## src/design/rbst_pkg.sv

```systemverilog
// shared types and constants for the ray box slab test
`timescale 1ns / 1ps
`default_nettype none
package rbst_pkg;

	localparam int FRAC_BITS = 16;
	localparam int DIR_W = 18;
	localparam int DIR_FRAC = 16;
	localparam int THR_W = 17;
	localparam int COORD_W = 32;
	localparam int DIST_W = 31;
	localparam int MAG_W = 18;
	localparam int RECIP_W = 49;
	localparam int DELTA_W = 34;
	localparam int PRODUCT_W = 83;
	localparam int PADDR_W = 5;
	localparam int PDATA_W = 32;
	localparam logic [DIST_W-1:0] T_SAT = {DIST_W{1'b1}};

	typedef enum logic [2:0] {
		REG_ORIGIN_X = 3'd0,
		REG_ORIGIN_Y = 3'd1,
		REG_ORIGIN_Z = 3'd2,
		REG_DIR_X = 3'd3,
		REG_DIR_Y = 3'd4,
		REG_DIR_Z = 3'd5,
		REG_THRESHOLD = 3'd6,
		REG_NONE = 3'd7
	} reg_idx_t;

	typedef struct packed {
		logic par;
		logic neg;
		logic [RECIP_W-1:0] recip;
	} axis_t;

	typedef struct packed {
		logic busy;
		logic done;
	} recip_status_t;

endpackage
`default_nettype wire

```

## src/design/rbst_recip.sv

```systemverilog
// sequential restoring divider for per-axis reciprocals, one bit per cycle
`timescale 1ns / 1ps
`default_nettype none
module rbst_recip (
	input wire logic clk,
	input wire logic arst_n,
	input wire logic start,
	input wire logic [rbst_pkg::MAG_W-1:0] divisor,
	output logic [rbst_pkg::RECIP_W-1:0] quotient,
	output rbst_pkg::recip_status_t status
);
	localparam int STEPS = 32 + rbst_pkg::DIR_FRAC + 1;
	localparam int CNT_W = $clog2(STEPS + 1);

	logic [CNT_W-1:0] cnt_q;
	logic [rbst_pkg::MAG_W:0] rem_q;
	logic [rbst_pkg::MAG_W-1:0] div_q;
	logic [rbst_pkg::RECIP_W-1:0] quo_q;
	logic busy_q, done_q;
	logic [rbst_pkg::MAG_W:0] shifted;
	logic ge;

	// dividend is a single one at bit 48, fed in msb first
	assign shifted = {rem_q[rbst_pkg::MAG_W-1:0], (cnt_q == CNT_W'(STEPS))};
	assign ge = shifted >= {1'b0, div_q};

	always_ff @(posedge clk or negedge arst_n) begin
		if (!arst_n) begin
			busy_q <= 1'b0;
			done_q <= 1'b0;
			cnt_q <= '0;
		end else begin
			done_q <= 1'b0;
			if (start) begin
				busy_q <= 1'b1;
				cnt_q <= CNT_W'(STEPS);
			end else if (busy_q) begin
				cnt_q <= cnt_q - 1'b1;
				if (cnt_q == CNT_W'(1)) begin
					busy_q <= 1'b0;
					done_q <= 1'b1;
				end
			end
		end
	end

	always_ff @(posedge clk) begin
		if (start) begin
			rem_q <= '0;
			div_q <= divisor;
			quo_q <= '0;
		end else if (busy_q) begin
			rem_q <= ge ? shifted - {1'b0, div_q} : shifted;
			quo_q <= {quo_q[rbst_pkg::RECIP_W-2:0], ge};
		end
	end

	assign quotient = (div_q == '0) ? '0 : quo_q;
	assign status.busy = busy_q;
	assign status.done = done_q;
endmodule
`default_nettype wire

```

## src/design/rbst_cfg.sv

```systemverilog
// apb register file and derived per-axis reciprocal and parallel state
`timescale 1ns / 1ps
`default_nettype none
module rbst_cfg (
	input wire logic clk,
	input wire logic arst_n,
	input wire logic psel,
	input wire logic penable,
	input wire logic pwrite,
	input wire logic [rbst_pkg::PADDR_W-1:0] paddr,
	input wire logic [rbst_pkg::PDATA_W-1:0] pwdata,
	output logic [rbst_pkg::PDATA_W-1:0] prdata,
	output logic signed [rbst_pkg::COORD_W-1:0] origin [3],
	output rbst_pkg::axis_t axis [3],
	output logic busy
);
	logic signed [rbst_pkg::COORD_W-1:0] origin_q [3];
	logic signed [rbst_pkg::DIR_W-1:0] dir_q [3];
	logic [rbst_pkg::THR_W-1:0] thr_q;
	logic [rbst_pkg::RECIP_W-1:0] recip_q [3];
	logic [2:0] pend_q;
	logic [1:0] ax_q;
	logic div_start;
	logic div_q_busy;
	logic [rbst_pkg::MAG_W-1:0] mag [3];
	logic [rbst_pkg::RECIP_W-1:0] quo;
	rbst_pkg::recip_status_t st;
	rbst_pkg::reg_idx_t idx;
	logic wr;

	assign wr = psel && penable && pwrite;
	assign idx = rbst_pkg::reg_idx_t'(paddr[4:2]);

	always_comb begin
		for (int i = 0; i < 3; i++) begin
			mag[i] = dir_q[i][rbst_pkg::DIR_W-1]
				? rbst_pkg::MAG_W'(-dir_q[i]) : rbst_pkg::MAG_W'(dir_q[i]);
		end
	end

	// only reset or a direction change needs a new reciprocal, one axis at a time
	assign div_start = !st.busy && !st.done && !div_q_busy && pend_q != '0;
	always_ff @(posedge clk or negedge arst_n) begin
		if (!arst_n) begin
			origin_q <= '{default: '0};
			dir_q[0] <= rbst_pkg::DIR_W'(65536);
			dir_q[1] <= '0;
			dir_q[2] <= '0;
			thr_q <= '0;
			pend_q <= 3'b111;
			ax_q <= '0;
			div_q_busy <= 1'b0;
			recip_q <= '{default: '0};
		end else begin
			if (wr) begin
				case (idx)
					rbst_pkg::REG_ORIGIN_X, rbst_pkg::REG_ORIGIN_Y,
					rbst_pkg::REG_ORIGIN_Z: origin_q[idx[1:0]] <= pwdata;
					rbst_pkg::REG_DIR_X, rbst_pkg::REG_DIR_Y, rbst_pkg::REG_DIR_Z: begin
						dir_q[2'(idx - rbst_pkg::REG_DIR_X)] <= pwdata[rbst_pkg::DIR_W-1:0];
					end
					rbst_pkg::REG_THRESHOLD: thr_q <= pwdata[rbst_pkg::THR_W-1:0];
					default: ;
				endcase
			end
			if (div_start) begin
				div_q_busy <= 1'b1;
				if (pend_q[0]) ax_q <= 2'd0;
				else if (pend_q[1]) ax_q <= 2'd1;
				else ax_q <= 2'd2;
			end
			if (st.done) begin
				recip_q[ax_q] <= quo;
				div_q_busy <= 1'b0;
			end
			begin
				logic [2:0] clr, setm;
				clr = '0;
				setm = '0;
				if (div_start) begin
					if (pend_q[0]) clr[0] = 1'b1;
					else if (pend_q[1]) clr[1] = 1'b1;
					else clr[2] = 1'b1;
				end
				if (wr && (idx == rbst_pkg::REG_DIR_X || idx == rbst_pkg::REG_DIR_Y
					|| idx == rbst_pkg::REG_DIR_Z)) begin
					setm[2'(idx - rbst_pkg::REG_DIR_X)] = 1'b1;
				end
				pend_q <= (pend_q & ~clr) | setm;
			end
		end
	end

	rbst_recip u_recip (
		.clk(clk),
		.arst_n(arst_n),
		.start(div_start),
		.divisor(pend_q[0] ? mag[0] : (pend_q[1] ? mag[1] : mag[2])),
		.quotient(quo),
		.status(st)
	);

	always_comb begin
		for (int i = 0; i < 3; i++) begin
			origin[i] = origin_q[i];
			axis[i].par = mag[i] <= rbst_pkg::MAG_W'(thr_q);
			axis[i].neg = dir_q[i][rbst_pkg::DIR_W-1];
			axis[i].recip = recip_q[i];
		end
	end
	assign busy = div_q_busy || pend_q != '0;

	always_comb begin
		case (idx)
			rbst_pkg::REG_ORIGIN_X, rbst_pkg::REG_ORIGIN_Y,
			rbst_pkg::REG_ORIGIN_Z: prdata = origin_q[idx[1:0]];
			rbst_pkg::REG_DIR_X, rbst_pkg::REG_DIR_Y, rbst_pkg::REG_DIR_Z:
				prdata = rbst_pkg::PDATA_W'(signed'(dir_q[2'(idx - rbst_pkg::REG_DIR_X)]));
			rbst_pkg::REG_THRESHOLD: prdata = rbst_pkg::PDATA_W'(thr_q);
			default: prdata = '0;
		endcase
	end
endmodule
`default_nettype wire

```

## config.mk

```make
export PLATFORM = sky130hd
export DESIGN_NAME = rbst_cfg
export DESIGN_NICKNAME = d
export VERILOG_FILES = /design/src/design/rbst_pkg.sv /design/src/design/rbst_recip.sv /design/src/design/rbst_cfg.sv
export SDC_FILE = /design/constraint.sdc
export NUM_CORES = 1
export LEC_CHECK = 0
export BUFFER_PORTS_ARGS = -buffer_cell sky130_fd_sc_hd__buf_2
export CAP_MARGIN = 20
export CORE_MARGIN = 5
export CORE_UTILIZATION = 35
export DETAILED_ROUTE_END_ITERATION = 16
export PLACE_DENSITY = 0.52
export SETUP_SLACK_MARGIN = 0.05
export SLEW_MARGIN = 20
export SYNTH_ARGS = -nofsm -noshare
export SYNTH_HDL_FRONTEND = slang
export SYNTH_HIERARCHICAL = 1
export SYNTH_SLANG_ARGS = --single-unit
export TNS_END_PERCENT = 100
```

## constraint.sdc

```tcl
create_clock -name clk -period 5.6 [get_ports clk]
set_input_delay 0.56 -clock clk [delete_from_list [all_inputs] [get_ports clk]]
set_output_delay 0.56 -clock clk [all_outputs]
set_load 0.01 [all_outputs]
```

==> flow_summary_export.csv <==
group,metric,value,unit
synth,syn_area,0.02058,mm2
final_layout,drive_above_1_share,34.60,%
clock_tree,post-cts-setup-buffers,0,
pwr,p_total,0.009967,W
synth,synthFlopType,"dfrtp_1",
clock_tree,insertion_delay,0.58,ns
route,drtAntennaViolNets,0,
sta,tns,0,ns
run,maxCapViolCount,0,
final_layout,fin_nets,2245,
synth,ys_seq_area_share,49.06,%
critical_path,reg2reg_from,"u_recip/cnt_q[1]$_DFFE_PN0P_",
critical_path,rr_worst_depth,12,
status,outcome,"completed",
critical_path,cp-start-kind,"flip-flop",
clock_tree,cts_tree,"built",
global_route,grt_max_degree,158,
critical_path,r2r-end,"u_recip/rem_q[0]$_SDFFE_PP0P_",
critical_path,critPathCaptureType,"output port",
critical_path,crit_fanout,5,
global_route,antenna_found_initial,5,
clock_tree,cts_sinks,413,
synth,synth_most_common_cell,"dfrtp_1",
clock_tree,ctsHoldBuffers,1,
clock_tree,numCtsBuffers,46,
route,dr_total_vias,14947,
floorplanning,pin_count,324,
sta,hold_viol,0,
clock_tree,clk_pin_slew_worst_paths,0.06,ns
synth,synth_common_cells,"dfrtp_1, mux2_2, nor2_1",
floorplanning,die-height,252.5,um
critical_path,crit_type,"flip-flop to output port",
placement,place_congestion,0.8985,
synth,synth_area_leaders,"dfrtp_1, mux2_2, dfxtp_1, mux2i_1, ha_1",
route,drtPass1Iterations,5,
final_layout,fill_cells,5591,
placement,port_buffers,321,
route,wl_per_cell,19.91,um
floorplanning,coreArea,0.05792,mm2
min_path,whs_path_depth,2,
global_route,grt_pass1_vias,15511,
route,drcViolationCount,0,
clock_tree,htree_levels,2,
critical_path,crit_required,5.04,ns
critical_path,reg2reg_slack,2.28,ns
final_layout,multi_input_area,0.009901,mm2
floorplanning,die_width,252.5,um
floorplanning,die_area,0.06374,mm2
sta,finalSetupViolCount,0,
pwr,p_leak,12.60,nW
pwr,ir_worst_vdd,0.2222,mV
synth,ys_ff_latch,413,
sta,max_slew_margin,31.96,%
global_route,grt_first_pass_wirelength,90590,um
clock_tree,ctsLongestPathBuffers,3,
sta,fin_crit,4.653,ns
synth,synth_top_area_cell,"dfrtp_1",
sta,grt_setup_unrepaired,"false",
sta,fin_crit_sh,83.08,%
clock_tree,cts_resized,0,
min_path,worstHoldEndpoint,"origin[91]$_DFFE_PN0P_",
clock_tree,cts-root-buf,"clkbuf_16",
synth,synth_edf_count,18,
floorplanning,rows,88,
global_route,grt_usage,17.62,%
floorplanning,start_util,35.53,%
sta,fin_skew,0.01657,ns
route,drt-initial-drc-count,742,
synth,synthCells,1825,
min_path,hold_path.class,"input port to flip-flop",
placement,dp_hpwl,42130,um
global_route,grt-ovfl-total,0,
final_layout,regArea,0.01010,mm2
final_layout,areaGrowthSynthToFinish,19.22,%
pwr,power.density,406.3,mW/mm2
synth,syn_nets,1949,
synth,synth.top_cell.area_share,39.40,%
synth,yosys_warnings,6,
sta,hold_ws,0.2397,ns
sta,worst_pin_slew,1.018,ns
synth,synth.distinct_cells,77,
synth,avgSynthCellArea,11.27,um2
sta,fmax,214.9,MHz
critical_path,crit_arrival,4.09,ns
route,wirelength,58190,um
synth,async_reset_ff_share,79.42,%
route,via_per_inst,5.114,
sta,slew_violations,0,
min_path,hold_start,"pwdata[27]",
-- through the flow --
step                util, %  std cells  setup WS, ns  instance area [um2]
floorplan                 -       1825         2.248                20580
global placement      39.64       2836         1.558                22960
detailed placement    39.64       2836         1.523                22960
CTS                   42.30       2920        0.8880                24500
global route          42.35       2921        0.7308                24520
finish                42.35       2923        0.9474                24530
-- worst max-delay path by stage --
stage	start	to
3_3_place_gp	dir_q[40]$_DFFE_PN0P_	axis[152]
2_1_floorplan	paddr[2]	prdata[10]
3_5_place_dp	dir_q[40]$_DFFE_PN0P_	axis[152]
6_report	dir_q[4]$_DFFE_PN0P_	axis[50]
5_1_grt	dir_q[40]$_DFFE_PN0P_	axis[152]
4_1_cts	dir_q[40]$_DFFE_PN0P_	axis[152]
-- routing by layer --
layer / part of all wire, % / vias to the layer above / global-route usage (%)
met2: 48 / 391 / 29.42
met4: 2.1 / 6 / 4.280
li1: - / 7098 / -
met5: 0.057 / - / 0
met1: 44 / 7369 / 23.00
met3: 6.7 / 83 / 4.579
-- final cells by class --
class / count / area share [%]
sequential: 413 / 41.17
multi-input combinational: 1258 / 40.36
timing repair buffer: 344 / 7.406
clock buffer: 67 / 5.509
tap: 765 / 3.902
inverter: 58 / 0.8875
clock inverter: 16 / 0.7447
antenna: 2 / 0.02040
-- worst max-delay path: stages (launching register included) --
cell and delay (ns):
dfrtp_1 0.44, nor4_2 0.54, nand3_1 0.27, o41ai_1 0.36, xnor2_1 0.24, ha_1 0.31, nand2_1 0.06, nor2_1 0.04
a2111oi_0 0.35, o21ai_0 0.21, o21bai_1 0.20, a21oi_1 0.30, buf_2 0.20
-- kinds of logic (layout without fill, tap and decap cells) --
logic type / after synthesis / after routing / share of synthesized area, %
AND/OR/NAND/NOR: 424 / 424 / 9.815
multiplexers: 416 / 416 / 22.08
flip-flops: 413 / 413 / 49.06
AO/OA/AOI/OAI: 274 / 274 / 8.422
buffers and inverters: 154 / 485 / 2.961
adder cells (fa/ha/maj): 82 / 82 / 5.023
XOR/XNOR: 62 / 62 / 2.639
other: 0 / 2 / 0
-- sequential cells by signal, indices dropped and copies added, names as in the netlist --
| name | count |
|---|---|
| ax_q | 2 |
| axis | 150 |
| dir_q | 51 |
| div_q_busy | 1 |
| origin | 96 |
| pend_q | 3 |
| thr_q | 17 |
| u_recip/busy_q | 1 |
| u_recip/cnt_q | 6 |
| u_recip/div_q | 18 |
| u_recip/done_q | 1 |
| u_recip/quo_q | 49 |
| u_recip/rem_q | 18 |
-- where the power goes --
part	internal, W	total [W]	switching [W]
clock network	0.00178	0.00303	0.00125
logic	0.00130	0.00297	0.00166
registers	0.00350	0.00397	0.000471
-- layout by cell type, fill, tap and decap left out, types with 9 or more instances in the layout --
cell / synthesis / routed
xnor2_1: 52 / 52
o31ai_1: 10 / 10
nor3_1: 13 / 13
inv_1: 57 / 57
nand4_1: 14 / 14
o21ai_0: 99 / 99
clkbuf_1: 55 / 10
mux2i_1: 116 / 116
a21oi_1: 69 / 69
nand2b_1: 12 / 12
clkinv_2: 0 / 9
nand3_1: 13 / 13
clkbuf_16: 0 / 47
nor4_1: 10 / 9
nor2_1: 135 / 132
nor2b_1: 55 / 55
mux2_2: 299 / 299
buf_2: 4 / 320
clkbuf_8: 0 / 10
xor2_1: 10 / 10
edfxtp_1: 18 / 18
ha_1: 81 / 81
nand2_1: 133 / 133
dfxtp_1: 67 / 67
a311oi_1: 11 / 11
a21o_1: 17 / 17
buf_4: 5 / 20
o221ai_1: 11 / 11
dfrtp_1: 324 / 323
(Power assumes the default switching activity.)
